### src/design/zx128_pkg.sv
// shared types and constants for the zx128 paging and port unit
package zx128_pkg;

  typedef enum logic [1:0] {
    CMD_MEM_RD = 2'd0,
    CMD_MEM_WR = 2'd1,
    CMD_IO_RD  = 2'd2,
    CMD_IO_WR  = 2'd3
  } cmd_t;

  typedef enum logic [1:0] {
    REGION_ROM   = 2'd0,
    REGION_RAM5  = 2'd1,
    REGION_RAM2  = 2'd2,
    REGION_BANKD = 2'd3
  } region_t;

  localparam logic [7:0] PORT_LO_ULA    = 8'hFE;
  localparam logic [7:0] PORT_LO_PAGING = 8'hFD;
  localparam logic [7:0] PORT_LO_JOY    = 8'h1F;
  localparam logic [7:0] PORT_HI_128    = 8'h7F;
  localparam logic [7:0] PORT_HI_PLUS3  = 8'h1F;
  localparam logic [7:0] PORT_HI_EAR    = 8'hFE;
  localparam logic [7:0] FLOATING_BUS   = 8'hA0;

  localparam logic [2:0] PAGE_RAM5      = 3'd5;
  localparam logic [2:0] PAGE_RAM2      = 3'd2;
  localparam logic [2:0] BORDER_RESET   = 3'd7;

  localparam int unsigned NUM_ROWS = 8;
  localparam int unsigned EAR_BIT  = 6;

endpackage

### src/design/zx128_ifs.sv
// valid/ready channel interfaces for the zx128 bus access and result words
interface zx128_in_if import zx128_pkg::*; ();
  logic        valid;
  logic        ready;
  cmd_t        cmd;
  logic [15:0] address;
  logic [7:0]  write_data;
  logic [63:0] key_rows;
  logic        ear_in;
  logic [7:0]  joystick;

  modport source (output valid, cmd, address, write_data, key_rows, ear_in, joystick,
                  input ready);
  modport sink   (input valid, cmd, address, write_data, key_rows, ear_in, joystick,
                  output ready);
endinterface

interface zx128_out_if;
  logic        valid;
  logic        ready;
  logic        is_rom;
  logic [2:0]  page;
  logic [13:0] offset;
  logic        mem_write_enable;
  logic [7:0]  io_read_data;
  logic [2:0]  border_colour;
  logic        speaker_out;
  logic        mic_out;
  logic        shadow_screen;
  logic        special_mode;

  modport source (output valid, is_rom, page, offset, mem_write_enable, io_read_data,
                  border_colour, speaker_out, mic_out, shadow_screen, special_mode,
                  input ready);
  modport sink   (input valid, is_rom, page, offset, mem_write_enable, io_read_data,
                  border_colour, speaker_out, mic_out, shadow_screen, special_mode,
                  output ready);
endinterface

### src/design/zx128_memory_paging_and_port_unit_core.sv
// top level of the zx128 memory paging and port unit
//
// in_ch carries one cpu bus access per word: memory read, memory write,
// io read or io write, with the key rows, ear level and joystick byte.
// out_ch carries one result word per access: rom/ram page and offset,
// the ram write strobe, the io read byte, and the border, speaker, mic,
// shadow screen and special mode bits as they stand after the access.
// the result word of an accepted access is registered and shows from the
// cycle after the access is accepted. throughput is one word per cycle
// while the receiver does not stall, set by the single result register;
// paging and port latches update at the edge that accepts the access.
// when the receiver stalls, the result word holds and in_ch.ready drops
// only while a held word is not being taken in the same cycle.
// reset (rst_n low, synchronous) empties the result register and sets all
// latches to zero except the border, which comes up white (7).
module zx128_memory_paging_and_port_unit_core
  import zx128_pkg::*;
(
  input  logic         clk,
  input  logic         rst_n,
  zx128_in_if.sink     in_ch,
  zx128_out_if.source  out_ch
);

  // paging and port latches
  logic [2:0] ram_bank_r,   ram_bank_nxt;
  logic       rom_sel_r,    rom_sel_nxt;
  logic       video_sel_r,  video_sel_nxt;
  logic       locked_r,     locked_nxt;
  logic       p3_mode_r,    p3_mode_nxt;
  logic       p3_rom_r,     p3_rom_nxt;
  logic [2:0] border_r,     border_nxt;
  logic       ear_r,        ear_nxt;
  logic       speaker_r,    speaker_nxt;
  logic       mic_r,        mic_nxt;

  // result register
  logic        out_valid_r;
  logic        is_rom_r,   is_rom_nxt;
  logic [2:0]  page_r,     page_nxt;
  logic [13:0] offset_r,   offset_nxt;
  logic        we_r,       we_nxt;
  logic [7:0]  rd_r,       rd_nxt;

  logic       in_fire;
  logic [7:0] port_lo;
  logic [7:0] port_hi;
  logic [7:0] key_acc;
  logic [7:0] row0;
  region_t    region;

  assign in_ch.ready = !out_valid_r || out_ch.ready;
  assign in_fire     = in_ch.valid && in_ch.ready;

  assign port_lo = in_ch.address[7:0];
  assign port_hi = in_ch.address[15:8];
  assign region  = region_t'(in_ch.address[15:14]);

  // ear is sampled only on a full ula port read with high byte FE
  always_comb begin
    ear_nxt = ear_r;
    if (in_ch.cmd == CMD_IO_RD && port_lo == PORT_LO_ULA && port_hi == PORT_HI_EAR) begin
      ear_nxt = in_ch.ear_in;
    end
  end

  // a row joins the and when its address line is low
  always_comb begin
    row0          = in_ch.key_rows[7:0];
    row0[EAR_BIT] = ear_nxt;
    key_acc       = 8'hFF;
    for (int n = 0; n < NUM_ROWS; n++) begin
      if (!port_hi[n]) begin
        if (n == 0) begin
          key_acc = key_acc & row0;
        end else begin
          key_acc = key_acc & in_ch.key_rows[8*n +: 8];
        end
      end
    end
  end

  always_comb begin
    ram_bank_nxt  = ram_bank_r;
    rom_sel_nxt   = rom_sel_r;
    video_sel_nxt = video_sel_r;
    locked_nxt    = locked_r;
    p3_mode_nxt   = p3_mode_r;
    p3_rom_nxt    = p3_rom_r;
    border_nxt    = border_r;
    speaker_nxt   = speaker_r;
    mic_nxt       = mic_r;
    is_rom_nxt    = 1'b0;
    page_nxt      = 3'd0;
    offset_nxt    = 14'd0;
    we_nxt        = 1'b0;
    rd_nxt        = 8'd0;

    case (in_ch.cmd)
      CMD_MEM_RD, CMD_MEM_WR: begin
        offset_nxt = in_ch.address[13:0];
        case (region)
          REGION_ROM: begin
            is_rom_nxt = 1'b1;
            page_nxt   = {1'b0, p3_rom_r, rom_sel_r};
          end
          REGION_RAM5: page_nxt = PAGE_RAM5;
          REGION_RAM2: page_nxt = PAGE_RAM2;
          default:     page_nxt = ram_bank_r;
        endcase
        // rom is write protected
        we_nxt = (in_ch.cmd == CMD_MEM_WR) && (region != REGION_ROM);
      end
      CMD_IO_RD: begin
        if (port_lo == PORT_LO_ULA) begin
          rd_nxt = key_acc;
        end else if (port_lo == PORT_LO_JOY) begin
          rd_nxt = in_ch.joystick;
        end else begin
          rd_nxt = FLOATING_BUS;
        end
      end
      CMD_IO_WR: begin
        if (port_lo == PORT_LO_ULA) begin
          border_nxt  = in_ch.write_data[2:0];
          mic_nxt     = in_ch.write_data[3];
          speaker_nxt = in_ch.write_data[4];
        end else if (port_lo == PORT_LO_PAGING) begin
          if (port_hi == PORT_HI_128) begin
            // lock holds until reset
            if (!locked_r) begin
              ram_bank_nxt  = in_ch.write_data[2:0];
              video_sel_nxt = in_ch.write_data[3];
              rom_sel_nxt   = in_ch.write_data[4];
              locked_nxt    = in_ch.write_data[5];
            end
          end else if (port_hi == PORT_HI_PLUS3) begin
            p3_mode_nxt = in_ch.write_data[0];
            p3_rom_nxt  = in_ch.write_data[2];
          end
        end
      end
      default: begin
      end
    endcase
  end

  always_ff @(posedge clk) begin
    if (!rst_n) begin
      out_valid_r <= 1'b0;
      ram_bank_r  <= 3'd0;
      rom_sel_r   <= 1'b0;
      video_sel_r <= 1'b0;
      locked_r    <= 1'b0;
      p3_mode_r   <= 1'b0;
      p3_rom_r    <= 1'b0;
      border_r    <= BORDER_RESET;
      ear_r       <= 1'b0;
      speaker_r   <= 1'b0;
      mic_r       <= 1'b0;
    end else begin
      if (in_fire) begin
        out_valid_r <= 1'b1;
        ram_bank_r  <= ram_bank_nxt;
        rom_sel_r   <= rom_sel_nxt;
        video_sel_r <= video_sel_nxt;
        locked_r    <= locked_nxt;
        p3_mode_r   <= p3_mode_nxt;
        p3_rom_r    <= p3_rom_nxt;
        border_r    <= border_nxt;
        ear_r       <= ear_nxt;
        speaker_r   <= speaker_nxt;
        mic_r       <= mic_nxt;
      end else if (out_ch.ready) begin
        out_valid_r <= 1'b0;
      end
    end
  end

  always_ff @(posedge clk) begin
    if (in_fire) begin
      is_rom_r <= is_rom_nxt;
      page_r   <= page_nxt;
      offset_r <= offset_nxt;
      we_r     <= we_nxt;
      rd_r     <= rd_nxt;
    end
  end

  // latch outputs track the state as left by the word in the result register
  assign out_ch.valid            = out_valid_r;
  assign out_ch.is_rom           = is_rom_r;
  assign out_ch.page             = page_r;
  assign out_ch.offset           = offset_r;
  assign out_ch.mem_write_enable = we_r;
  assign out_ch.io_read_data     = rd_r;
  assign out_ch.border_colour    = border_r;
  assign out_ch.speaker_out      = speaker_r;
  assign out_ch.mic_out          = mic_r;
  assign out_ch.shadow_screen    = video_sel_r;
  assign out_ch.special_mode     = p3_mode_r;

endmodule
### src/flat_wrapper.sv
// flat-port wrapper written by rule: the top's interface ports become plain ports
module zx128_memory_paging_and_port_unit_core_flat import zx128_pkg::*;
  (clk, rst_n, in_ch_valid, in_ch_cmd, in_ch_address, in_ch_write_data, in_ch_key_rows, in_ch_ear_in, in_ch_joystick, in_ch_ready, out_ch_valid, out_ch_is_rom, out_ch_page, out_ch_offset, out_ch_mem_write_enable, out_ch_io_read_data, out_ch_border_colour, out_ch_speaker_out, out_ch_mic_out, out_ch_shadow_screen, out_ch_special_mode, out_ch_ready);
  zx128_in_if in_ch_i ();
  zx128_out_if out_ch_i ();
  input  logic clk;
  input  logic rst_n;
  input wire logic [$bits(in_ch_i.valid)-1:0] in_ch_valid;
  input wire logic [$bits(in_ch_i.cmd)-1:0] in_ch_cmd;
  input wire logic [$bits(in_ch_i.address)-1:0] in_ch_address;
  input wire logic [$bits(in_ch_i.write_data)-1:0] in_ch_write_data;
  input wire logic [$bits(in_ch_i.key_rows)-1:0] in_ch_key_rows;
  input wire logic [$bits(in_ch_i.ear_in)-1:0] in_ch_ear_in;
  input wire logic [$bits(in_ch_i.joystick)-1:0] in_ch_joystick;
  output wire logic [$bits(in_ch_i.ready)-1:0] in_ch_ready;
  output wire logic [$bits(out_ch_i.valid)-1:0] out_ch_valid;
  output wire logic [$bits(out_ch_i.is_rom)-1:0] out_ch_is_rom;
  output wire logic [$bits(out_ch_i.page)-1:0] out_ch_page;
  output wire logic [$bits(out_ch_i.offset)-1:0] out_ch_offset;
  output wire logic [$bits(out_ch_i.mem_write_enable)-1:0] out_ch_mem_write_enable;
  output wire logic [$bits(out_ch_i.io_read_data)-1:0] out_ch_io_read_data;
  output wire logic [$bits(out_ch_i.border_colour)-1:0] out_ch_border_colour;
  output wire logic [$bits(out_ch_i.speaker_out)-1:0] out_ch_speaker_out;
  output wire logic [$bits(out_ch_i.mic_out)-1:0] out_ch_mic_out;
  output wire logic [$bits(out_ch_i.shadow_screen)-1:0] out_ch_shadow_screen;
  output wire logic [$bits(out_ch_i.special_mode)-1:0] out_ch_special_mode;
  input wire logic [$bits(out_ch_i.ready)-1:0] out_ch_ready;
  assign in_ch_i.valid = in_ch_valid;
  assign in_ch_i.cmd = in_ch_cmd;
  assign in_ch_i.address = in_ch_address;
  assign in_ch_i.write_data = in_ch_write_data;
  assign in_ch_i.key_rows = in_ch_key_rows;
  assign in_ch_i.ear_in = in_ch_ear_in;
  assign in_ch_i.joystick = in_ch_joystick;
  assign in_ch_ready = in_ch_i.ready;
  assign out_ch_valid = out_ch_i.valid;
  assign out_ch_is_rom = out_ch_i.is_rom;
  assign out_ch_page = out_ch_i.page;
  assign out_ch_offset = out_ch_i.offset;
  assign out_ch_mem_write_enable = out_ch_i.mem_write_enable;
  assign out_ch_io_read_data = out_ch_i.io_read_data;
  assign out_ch_border_colour = out_ch_i.border_colour;
  assign out_ch_speaker_out = out_ch_i.speaker_out;
  assign out_ch_mic_out = out_ch_i.mic_out;
  assign out_ch_shadow_screen = out_ch_i.shadow_screen;
  assign out_ch_special_mode = out_ch_i.special_mode;
  assign out_ch_i.ready = out_ch_ready;
  zx128_memory_paging_and_port_unit_core u_core (.clk(clk), .rst_n(rst_n), .in_ch(in_ch_i), .out_ch(out_ch_i));
endmodule
### config.mk
export PLATFORM = sky130hd
export DESIGN_NAME = zx128_memory_paging_and_port_unit_core_flat
export DESIGN_NICKNAME = d
export VERILOG_FILES = /design/src/design/zx128_pkg.sv /design/src/design/zx128_ifs.sv /design/src/design/zx128_memory_paging_and_port_unit_core.sv /design/src/flat_wrapper.sv
export SDC_FILE = /design/constraint.sdc
export NUM_CORES = 1
export LEC_CHECK = 0
export BUFFER_PORTS_ARGS = -buffer_cell sky130_fd_sc_hd__buf_2
export CORE_ASPECT_RATIO = 0.7
export CORE_MARGIN = 2
export CORE_UTILIZATION = 47
export CTS_BUF_LIST = sky130_fd_sc_hd__clkbuf_8
export CTS_CLUSTER_SIZE = 16
export DETAILED_ROUTE_END_ITERATION = 12
export PLACE_DENSITY = 0.95
export SLEW_MARGIN = 20
export SYNTH_ARGS = -nofsm -noshare
export SYNTH_HDL_FRONTEND = slang
export SYNTH_SLANG_ARGS = --single-unit
### constraint.sdc
create_clock -name clk -period 3.5 [get_ports clk]
set_input_delay 0.525 -clock clk [delete_from_list [all_inputs] [get_ports clk]]
set_output_delay 0.525 -clock clk [all_outputs]
set_load 0.01 [all_outputs]
Yosys cells after proc, flatten, opt, wreduce, memory -nomap -nowiden

Cells that the tools add are included.

Equal/unequal tests: 11
Muxes and demuxes: 16
Reductions and logical operators: 15
Bitwise logic cells: 10

Operator list:

| cell                                                            | number |
|---|---|
| 8-bit 2-to-1 mux                                                | 10 |
| 8-bit bitwise AND                                               | 7 |
| 8-bit == test, second input constant                            | 3 |
| 8-bit by 5-bit == test with 1-bit output, second input constant | 2 |
| 6-bit AND reduction                                             | 2 |
| 3-bit case mux with 3 select lines                              | 1 |
| 8-bit by 7-bit == test with 1-bit output, second input constant | 1 |
| 2-bit == test, second input constant                            | 3 |
| 1-bit 2-to-1 mux                                                | 5 |
| 5-bit AND reduction                                             | 1 |
| 2-bit by 1-bit == test with 1-bit output, second input constant | 2 |
| 1-bit logical AND                                               | 4 |
| 2-bit zero test                                                 | 2 |
| 2-bit nonzero test                                              | 2 |
| 1-bit NOT                                                       | 3 |
| 3-bit AND reduction                                             | 1 |
| 2-bit OR reduction                                              | 1 |
| 1-bit zero test                                                 | 1 |
| 1-bit logical OR                                                | 1 |

Output and inout bits: 36
Bits in registers: 42
Bits of input ports: 103
Logic and storage cells: 68

Logic depth before layout (Yosys ltp)

Gate-level depths: netlist of the first run.

Depth in word-level cells: 20
Gate-level depth with buffers: 6
Mapped depth without buffers: 4

Worst setup path before layout of the first run

No wires, ideal clock.

Path kind: in2reg
Start: input port in_ch_valid
End: register u_core.rd_r[0] (netlist: u_core.out_ch.io_read_data[0]) (enable)
Cell stages on the path: 2
Buffers on the path: 0
Arrival: 1.770 ns
Setup time: 0.411 ns
Slack: 1.319 ns
Required time: 3.089 ns
Path through: inv_1 -> nor2_1

Word-level cells in the longest chain between the ends: 1

RTL lines:

| element                | RTL line                                      | source |
|---|---|---|
| start: declaration     | flat_wrapper.sv:8                             | `input wire logic [$bits(in_ch_i.valid)-1:0] in_ch_valid;` |
| 1-bit logical AND      | zx128_memory_paging_and_port_unit_core.sv:53  | `assign in_fire = in_ch.valid && in_ch.ready;` |
| net u_core.in_fire     | zx128_memory_paging_and_port_unit_core.sv:45  | `logic in_fire;` |
| end signal: assignment | zx128_memory_paging_and_port_unit_core.sv:186 | `rd_r <= rd_nxt;` |
| end: declaration       | zx128_memory_paging_and_port_unit_core.sv:43  | `logic [7:0] rd_r, rd_nxt;` |

The timed path passes the listed nets, and every way through them passes these cells.
A chain may end at the register's enable or synchronous reset.

Worst setup path in the final report of the first run

Start: input port in_ch_cmd[1]
End: register u_core.rd_r[6] (netlist: u_core.out_ch.io_read_data[6]), data pin

Word-level cells in the longest chain between the ends: 20

RTL lines:

| element                        | RTL line                                                                                   | source |
|---|---|---|
| start: declaration             | flat_wrapper.sv:9                                                                          | `input wire logic [$bits(in_ch_i.cmd)-1:0] in_ch_cmd;` |
| 2-bit == test (*)              | zx128_memory_paging_and_port_unit_core.sv:62, zx128_memory_paging_and_port_unit_core.sv:99 |  |
| 1-bit logical AND (2 in a row) | zx128_memory_paging_and_port_unit_core.sv:62                                               | `if (in_ch.cmd == CMD_IO_RD && port_lo == PORT_LO_ULA && port_hi == PORT_HI_EAR) begin` |
| 1-bit 2-to-1 mux               | zx128_memory_paging_and_port_unit_core.sv:62                                               |  |
| 8-bit 2-to-1 mux               | zx128_memory_paging_and_port_unit_core.sv:73                                               | `if (!port_hi[n]) begin` |
| 8-bit bitwise AND              | zx128_memory_paging_and_port_unit_core.sv:77                                               | `key_acc = key_acc & in_ch.key_rows[8*n +: 8];` |
| 8-bit 2-to-1 mux               | zx128_memory_paging_and_port_unit_core.sv:73                                               |  |
| 8-bit bitwise AND              | zx128_memory_paging_and_port_unit_core.sv:77                                               |  |
| 8-bit 2-to-1 mux               | zx128_memory_paging_and_port_unit_core.sv:73                                               |  |
| (+3 left out)                  | n/a                                                                                        |  |
| 8-bit 2-to-1 mux               | zx128_memory_paging_and_port_unit_core.sv:73                                               |  |
| 8-bit bitwise AND              | zx128_memory_paging_and_port_unit_core.sv:77                                               |  |
| 8-bit 2-to-1 mux               | zx128_memory_paging_and_port_unit_core.sv:73                                               |  |
| 8-bit bitwise AND              | zx128_memory_paging_and_port_unit_core.sv:77                                               |  |
| 8-bit 2-to-1 mux               | zx128_memory_paging_and_port_unit_core.sv:73                                               |  |
| 8-bit bitwise AND              | zx128_memory_paging_and_port_unit_core.sv:77                                               |  |
| 8-bit 2-to-1 mux               | zx128_memory_paging_and_port_unit_core.sv:73                                               |  |
| 8-bit 2-to-1 mux               | zx128_memory_paging_and_port_unit_core.sv:115                                              | `if (port_lo == PORT_LO_ULA) begin` |

Mark *: on every way between the ends. The rest lies on a longest branch, timed or not.

==> results of run 1 <==
==> power by group through the flow <==
stage / Clock (mW) / Sequential (mW) / Combinational (mW)
after floorplan: 0 / 0.578 / 0.0721
after global placement: 0 / 0.565 / 0.172
after detailed placement: 0 / 0.566 / 0.178
after CTS: 0.306 / 0.554 / 0.178
after global routing: 0.324 / 0.556 / 0.195
final: 0.301 / 0.554 / 0.180
==> critical path: stages <==
cell	delay (ns)
buf_2	0.31
nand2b_1	0.31
nor4_1	0.46
mux2_2	0.39
o21ai_0	0.16
==> path summary, 6_finish.rpt <==
| path | from | to | slack, ns | cells past startpoint |
|---|---|---|---|---|
| max | in_ch_cmd[1] | u_core.out_ch.io_read_data[6] | 1.47 | 5 |
| min | u_core.ear_r | u_core.ear_r | 0.47 | 2 |
| max reg2reg | u_core.out_ch.valid | u_core.out_ch.shadow_screen | 1.84 | 4 |
| min reg2reg | u_core.ear_r | u_core.ear_r | 0.47 | 2 |
==> cell type report <==
type                    instances  area, um^2
clock buffers                   5        68.8
clock inverters                 3        17.5
fillers                       372        1490
inverters                       7        26.3
multi-input cells             151         943
flip-flops and latches         42        1110
well taps                      55        68.8
repair buffers                136         683
==> state kept, by name, indices dropped and copies added (netlist names) <==
signal,cells
u_core.out_ch.is_rom,1
u_core.out_ch.mic_out,1
u_core.out_ch.offset,14
u_core.ear_r,1
u_core.out_ch.valid,1
u_core.rom_sel_r,1
u_core.out_ch.page,3
u_core.out_ch.special_mode,1
u_core.out_ch.io_read_data,8
u_core.out_ch.mem_write_enable,1
u_core.out_ch.shadow_screen,1
u_core.p3_rom_r,1
u_core.locked_r,1
u_core.out_ch.speaker_out,1
u_core.out_ch.border_colour,3
u_core.ram_bank_r,3
==> logic make-up after synthesis <==
| family | count (synthesis) |
|---|---|
| buf+inv | 25 |
| compound gates | 67 |
| simple gates | 82 |
| mux | 2 |
| flops | 42 |
==> Yosys cell counts, types with 7 or more instances <==
library cell	number
nor2b_1	15
nand4_1	8
inv_1	7
edfxtp_1	27
clkbuf_1	9
nor2_1	15
nand3_1	9
o22ai_1	31
a21oi_1	12
o21ai_0	7
dfxtp_1	15
o31ai_1	7
nor4_1	8
==> metal layers <==
metal,track usage [%],up-vias,share of wire (%)
met4,10.2,0,1.1
met5,0,-,0
met3,5.63,8,10
met2,41.7,134,46
met1,35.6,1067,43
li1,-,1108,-
==> through the flow <==
step                      worst slack (ns)  hold WS (ns)
after floorplan                       1.32         0.438
after global placement                1.26         0.444
after detailed placement              1.16         0.459
after CTS                             1.47         0.465
after global routing                  1.33         0.479
final                                 1.47         0.470
==> results.md, run 1 <==
- Worst Clk Skew: 0.00480 ns
- CP endpoint kind: flip-flop
- Sequential share of the synthesized area: 50.9%
- Root Buffer: clkbuf_8
- Post-Synth Simple-Gate Area: 22.6%
- Antenna diodes: 0
- Peak supply drop: 0.251 mV
- Gr usage total: 26.1%
- Critical setup path kind: in -> reg
- Final Critical Period: 2.03 ns
- Synth-to-Final Area Change: 33.8%
- Post-CTS setup buffers: 0
- Post-synthesis cell count: 218
- Part of the cycle the worst path needs: 57.9%
- Final Setup Violations: 0
- Post-synth EDFFs: 27
- Synth top area cells: edfxtp_1 (37%), dfxtp_1 (14%), o22ai_1 (8.9%)
- Dpl cells: 391
- Most frequent cells in the layout: buf_2 (135), o22ai_1 (31), edfxtp_1 (27)
- Routed vias: 2317
- Die height: 61.0 um
- Initial antenna violation count: 0
- CTS clock-pin slew for the worst setup and hold paths: 0.08 ns
- Die area: 5210 um^2
- H-tree depth: 2
- Mux contribution to synthesized area: 0.975%
- #FFs+latches synth: 42
- Core Util, Final: 66.3%
- Largest net degree at the start of global routing: 28
- Post-Synth Adder-Cell Area: 0%
- Setup TNS: 0 ns
- Pint: 0.767 mW
- Pins over their slew limit: 0
- Pre-antenna DRT Iters: 4
- Buffers on Ports: 135
- Routability cong.: 0.873
- Final instance area: 2920 um^2
- Max Freq: 0.493 GHz
- Nets: 446
- Final hold viol count: 0
- Grt total ovfl: 0
- CTS tree: yes
- IO Pins: 139
- Iter 0 DRT Violations: 196
- Cts repair resizes: 0
- Largest family of logic cells by synthesized area: simple AND/OR/NAND/NOR gates
- LEAKAGE: 1.25 nW
- P per Cell Area: 354 nW/um^2
- DRC violations left: 0
- Worst hold path type: reg -> reg
- Starting Density: 49.5%
- Distinct cells, synth: 36
- Buffer levels on the longest clock path: 2
- DP HPWL: 5130 um
- Synth Area in XOR/XNOR: 0%
- Via density: 5.81
- Crit Path Max Fanout: 22
- Sequential share of power: 53.5%
- First-pass GRT wire length: 10400 um
- Syn. warnings: 0
- Sw frac: 25.9%
- Num CTS Buffers: 5
- Post-DR wirelength/cell: 17.2 um
- Share of layout cells above drive strength 1: 43.0%
- RSZ-0062 raised after global routing: false
- Final Non-Filler Cells: 399
- Post-synthesis net count: 321
- Syn avg cell area: 10.0 um^2
- Total Power: 1.03 mW
- Post-synth ARST share: 0%
- Switch Pwr: 0.268 mW
- ANT nets after route: 0
- Cell Rows: 20
- Max Cap Viol: 0
- CP startpoint kind: input pin
- Comb power frac: 17.4%
- Max-slew headroom at the worst pin: 43.8%
- Clk pwr share: 29.1%
- Die Width: 85.4 um
- Outcome: complete, no violations
- Prevailing post-synth register cell: edfxtp_1
- Least-Margin Pin Slew: 0.836 ns
- Vias in the first global route: 2166
- Complex-gate fraction of the synthesized area: 19.5%
- Clock Sinks: 42
- DP Area: 2830 um^2
- Crit path arrival time: 2.16 ns
- Post-Route WL: 6850 um
- Hold buffer count at CTS: 0
- WP data required: 3.63 ns
- Commonest non-fill, non-tap cell in the layout: buf_2
- Core area: 4400 um^2
- Yosys top cell by area: edfxtp_1
- Clk_lat worst skew: 0.29 ns
- Mapped Area: 2180 um^2
- Area share of the largest cell type after synthesis: 37.2%
Note: power is estimated with default switching activity, not from simulation.
==> inputs of run 2 (changes only) <==
CORE_UTILIZATION = 44   (was 47)
PLACE_DENSITY = 0.93   (was 0.95)
clock period = 2 ns   (was 3.5 ns; I/O delays follow)
==> run 2 against run 1 <==
Effect of this change:
- first-iteration DRC count fell by 25%
- cell area rose by 3.0%
- utilization fell by 3.4 points
- sequential share of layout area fell by 1.1 points
- clock skew rose by 0.0032 ns
- via count rose by 0.52%
- routed wire length rose by 0.19%
- flip-flop and latch count did not move
- total power rose by 90%
- cell count rose by 5.0%
- global-route usage fell by 1.5 points
- highest routed layer unchanged
- worst setup slack got worse by 1.1 ns
==> results.md, run 2 (same netlist as run 1, synthesis figures left out) <==
- Max Cap Viol: 0 (unchanged)
- Crit path arrival time: 1.29 ns (-0.87 ns)
- Worst hold start: rst_n
- Worst Reg-to-Reg Cells: 4 (unchanged)
- Gr usage total: 24.5% (-1.5 points)
- Synth-to-Final Area Change: 37.8%
- Clk_lat worst skew: 0.30 ns (about the same)
- CP max-delay cell: nor2b_1
- Max-slew headroom at the worst pin: 64.9% (+21 points)
- Least-Margin Pin Slew: 0.522 ns (-0.314 ns)
- Core Util, Final: 62.9% (-3.4 points)
- Cell Rows: 21 (+5.0%)
- Hold buffer count at CTS: 0 (unchanged)
- RSZ-0062 raised after global routing: false
- Met3 GRT Util: 5.42% (-0.21 points)
- Final hold viol count: 0 (unchanged)
- Critical setup path kind: reg -> out
- CTS tree: yes
- Sequence of cells on the critical path: nor2b_1, inv_1, buf_2
- Post-CTS setup buffers: 0 (unchanged)
- Buffers on Ports: 135 (unchanged)
- Die area: 5550 um^2 (+6.4%)
- RR Startpoint: u_core.out_ch.valid
- Worst Clk Skew: 0.00799 ns (+0.00318 ns)
- Most frequent cells in the layout: buf_2 (135), o22ai_1 (31), edfxtp_1 (27)
- H-tree depth: 2 (unchanged)
- Pins over their slew limit: 0 (unchanged)
- Most Crowded Layer GR: met2
- Post-DR wirelength/cell: 16.4 um (-4.6%)
- Hold path depth: 2 (unchanged)
- Max incr delay on CP: 0.39 ns (-0.07 ns)
- CP startpoint kind: flip-flop
- Final Critical Period: 1.59 ns
- Met1 usage: 33.8% (-1.8 points)
- Global routing usage on met2: 38.2% (-3.6 points)
- Part of the cycle the worst path needs: 79.6%
- Post-Route WL: 6860 um (+0.19%)
- DP HPWL: 5240 um (+2.0%)
- Grt total ovfl: 0 (unchanged)
- Worst hold path type: in -> reg
- Peak supply drop: 0.289 mV (+15%)
- Nets: 452 (+1.3%)
- Initial antenna violation count: 0 (unchanged)
- CTS clock-pin slew for the worst setup and hold paths: 0.08 ns (about the same)
- Iter 0 DRT Violations: 147 (-25%)
- Max reg flops: 14 (unchanged)
- Die height: 62.9 um (+3.1%)
- Pre-antenna DRT Iters: 5 (+1)
- Clock Sinks: 42 (unchanged)
- Buffer levels on the longest clock path: 2 (unchanged)
- Die Width: 88.2 um (+3.2%)
- Via density: 5.56 (-4.3%)
- Cts repair resizes: 0 (unchanged)
- Share of layout cells above drive strength 1: 44.3% (+1.3 points)
- Commonest non-fill, non-tap cell in the layout: buf_2
- Largest net degree at the start of global routing: 28 (unchanged)
- IO Pins: 139 (unchanged)
- Outcome: complete, no violations
- Vias in the first global route: 2230 (+3.0%)
- Core area: 4780 um^2 (+8.6%)
- Max Freq: 0.628 GHz
- Crit Path Max Fanout: 6 (-73%)
- WP data required: 1.70 ns (-1.93 ns)
- Multi-input gate area: 943 um^2 (unchanged)
- P per Cell Area: 653 nW/um^2 (+84%)
- Routed vias: 2329 (+0.52%)
- DRC violations left: 0 (unchanged)
- Routability cong.: 0.845 (-3.2%)
- R2R Setup Slk: 0.47 ns (-1.37 ns)
- FF/Latch Area: 1110 um^2 (unchanged)
- CP endpoint kind: output pin
- Setup TNS: 0 ns (unchanged)
- Antenna diodes: 0 (unchanged)
- LEAKAGE: 1.29 nW (+3.2%)
- Hold endpoint: u_core.out_ch.border_colour[1]
- Num CTS Buffers: 5 (unchanged)
- Final Setup Violations: 0 (unchanged)
- ANT nets after route: 0 (unchanged)
- First-pass GRT wire length: 10600 um (+2.3%)
- Root Buffer: clkbuf_8
- Worst R2R End: u_core.out_ch.border_colour[1]
- Fill cells: 417 (+12%)
- Starting Density: 45.6% (-3.9 points)
## run 2: cell count changes in the layout (fill, tap and decap cells not counted), sizes merged
| cell | delta |
|---|---|
| buf | +6 |
| bufinv | +1 |
| clkinv | -1 |
## run 2: worst max-delay path by stage
stage                         from                            end
3_5_place_dp     in_ch_address[15]  u_core.out_ch.io_read_data[6]
5_1_grt        u_core.out_ch.valid                    in_ch_ready
3_3_place_gp     in_ch_address[15]  u_core.out_ch.io_read_data[6]
2_1_floorplan  u_core.out_ch.valid  u_core.out_ch.io_read_data[0]
4_1_cts        u_core.out_ch.valid                    in_ch_ready
6_report       u_core.out_ch.valid                    in_ch_ready
## run 2: final cells by class
type / instances / share of cell area [%]
Sequential cell: 42 / 36.9
Multi-Input combinational cell: 151 / 31.4
Timing Repair Buffer: 142 / 24.2
Tap cell: 69 / 2.87
Clock buffer: 5 / 2.29
Clock inverter: 3 / 1.46
Inverter: 7 / 0.874
## run 2: where the power goes
group	internal, mW	leakage, nW	switching, mW	total, mW
registers	0.961	0.390	0.00853	0.969
logic	0.144	0.837	0.176	0.321
clock network	0.374	0.0585	0.301	0.675
total	1.48	1.29	0.486	1.97
## run 2: through the flow
stage	power, mW	area [um^2]	setup slack, ns	std cells	hold WS, ns
after floorplan	1.14	2180	0.368	218	0.372
after global placement	1.30	2900	0.196	411	0.445
after CTS	1.97	3010	0.401	419	0.233
after detailed placement	1.31	2900	0.180	411	0.467
final	1.97	3010	0.408	419	0.240
after global routing	2.04	3010	0.309	419	0.247
## run 2: critical path, delay by kind of cell (launching register included)
family	cells	cell delay, ns
buf+inv	2	0.27
flops	1	0.34
simple gates	1	0.39
## run 2: routing by layer
| metal | vias to the layer above | routed length, um |
|---|---|---|
| met2 | 146 | 3200 |
| met1 | 1058 | 2820 |
| met5 | - | 0 |
| met3 | 9 | 731 |
| met4 | 0 | 103 |
| li1 | 1116 | - |
==> inputs of run 3 (changes only) <==
CORE_UTILIZATION = 40   (was 44)
PLACE_DENSITY = 0.89   (was 0.93)
clock period = 1.3 ns   (was 2 ns; I/O delays follow)
==> run 3 against run 2 <==
Effect of this change:
- the run now ends with setup timing left
- critical path depth is 1 higher
- clock skew is 0.0019 ns lower
- total power is 48% higher
- first-iteration DRC count is 62% higher
- sequential power is 54% higher
- non-clock buffer count is 34 higher
- utilization is 1.4 points higher
- critical endpoint is now u_core.p3_rom_r
- largest cell class unchanged
==> results.md, run 3 (same netlist as run 1, synthesis figures left out) <==
- Outcome: finished with violations
- Violations in the final reports: setup timing
- Post-Route M1 WL: 3320 um (+18%)
- Max Freq: 0.729 GHz
- ANT nets after route: 0 (unchanged)
- Max Cap Viol: 0 (unchanged)
- Worst R2R End: u_core.p3_rom_r
- Max reg flops: 14 (unchanged)
- Share of layout cells above drive strength 1: 53.6% (+9.4 points)
- Total Power: 2.91 mW (+48%)
- First-pass GRT wire length: 11300 um (+6.3%)
- LEAKAGE: 1.47 nW (+15%)
- Die area: 6070 um^2 (+9.4%)
- P per Cell Area: 861 nW/um^2 (+32%)
- Hold endpoint: u_core.out_ch.border_colour[1]
- FF/Latch Area: 1110 um^2 (+0.11%)
- Met3 Wirelength: 653 um (-11%)
- Least-Margin Pin Slew: 0.468 ns (-0.0536 ns)
- Critical setup path kind: reg -> reg
- Routed length on met2: 3420 um (+6.7%)
- H-tree depth: 2 (unchanged)
- DRC violations left: 0 (unchanged)
- IO Pins: 139 (unchanged)
- DP HPWL: 5730 um (+9.3%)
- Commonest non-fill, non-tap cell in the layout: buf_2
- Hold path depth: 2 (unchanged)
- Part of the cycle the worst path needs: 106%
- Setup TNS: -0.307 ns (-0.307 ns)
- Num CTS Buffers: 5 (unchanged)
- Crit Path Max Fanout: 7 (+1)
- Fin worst setup slack: -0.0726 ns (-0.480 ns)
- Iter 0 DRT Violations: 238 (+62%)
- Post-Route WL: 7460 um (+8.8%)
- Buffers on Ports: 135 (unchanged)
- Fill cells: 437 (+4.8%)
- Core area: 5260 um^2 (+9.9%)
- Peak supply drop: 0.403 mV (+40%)
- Hold buffer count at CTS: 0 (unchanged)
- Worst Clk Skew: 0.00608 ns (-0.00190 ns)
- Starting Density: 41.5% (-4.1 points)
- Grt total ovfl: 0 (unchanged)
- Synth-to-Final Area Change: 54.8%
- Nets: 486 (+7.5%)
- Initial antenna violation count: 0 (unchanged)
- Final instance area: 3380 um^2 (+12%)
- Highest routed metal layer: met4
- CP startpoint kind: flip-flop
- WP data required: 1.47 ns (-0.23 ns)
- Final Critical Period: 1.37 ns
- Crit path arrival time: 1.54 ns (+0.25 ns)
- DP Area: 3180 um^2 (+9.9%)
- Final Non-Filler Cells: 456 (+8.8%)
- Multi-input gate area: 1050 um^2 (+11%)
- CTS clock-pin slew for the worst setup and hold paths: 0.08 ns (about the same)
- Largest net degree at the start of global routing: 28 (unchanged)
- Routed vias: 2511 (+7.8%)
- Root Buffer: clkbuf_8
- CP endpoint kind: flip-flop
- Most frequent cells in the layout: buf_2 (133), buf_4 (38), o22ai_1 (31)
- Worst Reg-to-Reg Cells: 4 (unchanged)
- R2R Setup Slk: -0.07 ns (-0.54 ns)
- RSZ-0062 raised after global routing: true
- Pre-antenna DRT Iters: 5 (unchanged)
- Via density: 5.51 (-0.93%)
- Clock Sinks: 42 (unchanged)
- Gr usage total: 24.2% (-0.32 points)
- Routability cong.: 0.930 (+10%)
- Max-slew headroom at the worst pin: 68.5% (+3.6 points)
- Crit. Startpoint: u_core.out_ch.valid
- Die Width: 92.3 um (+4.7%)
- Post-DR wirelength/cell: 16.4 um (about the same)
- Worst hold start: rst_n
- Pins over their slew limit: 0 (unchanged)
- Final Setup Violations: 6 (+6)
- Worst hold path type: in -> reg
- Cell Rows: 22 (+4.8%)
- Vias in the first global route: 2300 (+3.1%)
- CTS tree: yes
- Antenna diodes: 0 (unchanged)
- Clk_lat worst skew: 0.29 ns (about the same)
- Fin Hold WS: 0.138 ns (-0.102 ns)
- Buffer levels on the longest clock path: 2 (unchanged)
- Dpl cells: 446 (+8.5%)
- Die height: 65.8 um (+4.6%)
- RR Startpoint: u_core.out_ch.valid
- Final hold viol count: 0 (unchanged)
## run 3: report_power, final
| group | total, mW | switching (mW) | leakage, nW | internal (mW) |
|---|---|---|---|---|
| Combinational | 0.593 | 0.301 | 1.04 | 0.292 |
| Sequential | 1.49 | 0.0133 | 0.390 | 1.48 |
| Clock | 0.825 | 0.455 | 0.0455 | 0.370 |
## run 3: per-layer routing
layer,vias to the layer above,GRT usage [%]
met4,0,7.09
met3,9,5.59
li1,1181,-
met1,1191,33.0
met5,-,0
met2,130,39.0
## run 3: worst max-delay path by stage
stage	depth (start not counted)	end	slack, ns
floorplan	6	u_core.out_ch.shadow_screen	-0.11
global placement	5	u_core.out_ch.io_read_data[6]	-0.25
detailed placement	5	u_core.out_ch.io_read_data[6]	-0.31
CTS	4	u_core.ram_bank_r[0]	-0.01
global route	4	u_core.p3_rom_r	-0.14
finish	4	u_core.p3_rom_r	-0.07
## run 3: stage by stage
| step | util [%] | worst slack [ns] |
|---|---|---|
| after floorplan | - | -0.109 |
| after global placement | 60.5 | -0.254 |
| after detailed placement | 60.5 | -0.311 |
| after CTS | 63.2 | -0.0135 |
| after global routing | 64.3 | -0.142 |
| final | 64.3 | -0.0726 |
## run 3: critical path: stages, from the launching register on
cell     delay, ns
dfxtp_2       0.32
nor2b_4       0.14
or3_4         0.41
o31ai_1       0.27
a21oi_1       0.12
## run 3: cell type report
type	instances	share of cell area (%)
Timing Repair Buffer	176	30.0
Clock buffer	5	2.04
Sequential cell	42	32.9
Clock inverter	3	0.519
Multi-Input combinational cell	151	31.0
Tap cell	72	2.67
Inverter	7	0.852
## run 3: repair_timing
item | CTS | global route
setup buffers | 2 | 0
resized for setup | 8 | 16
pin swaps | 1 | 2
hold endpoints to repair | 0 | 0
setup endpoints to repair | 8 | 17
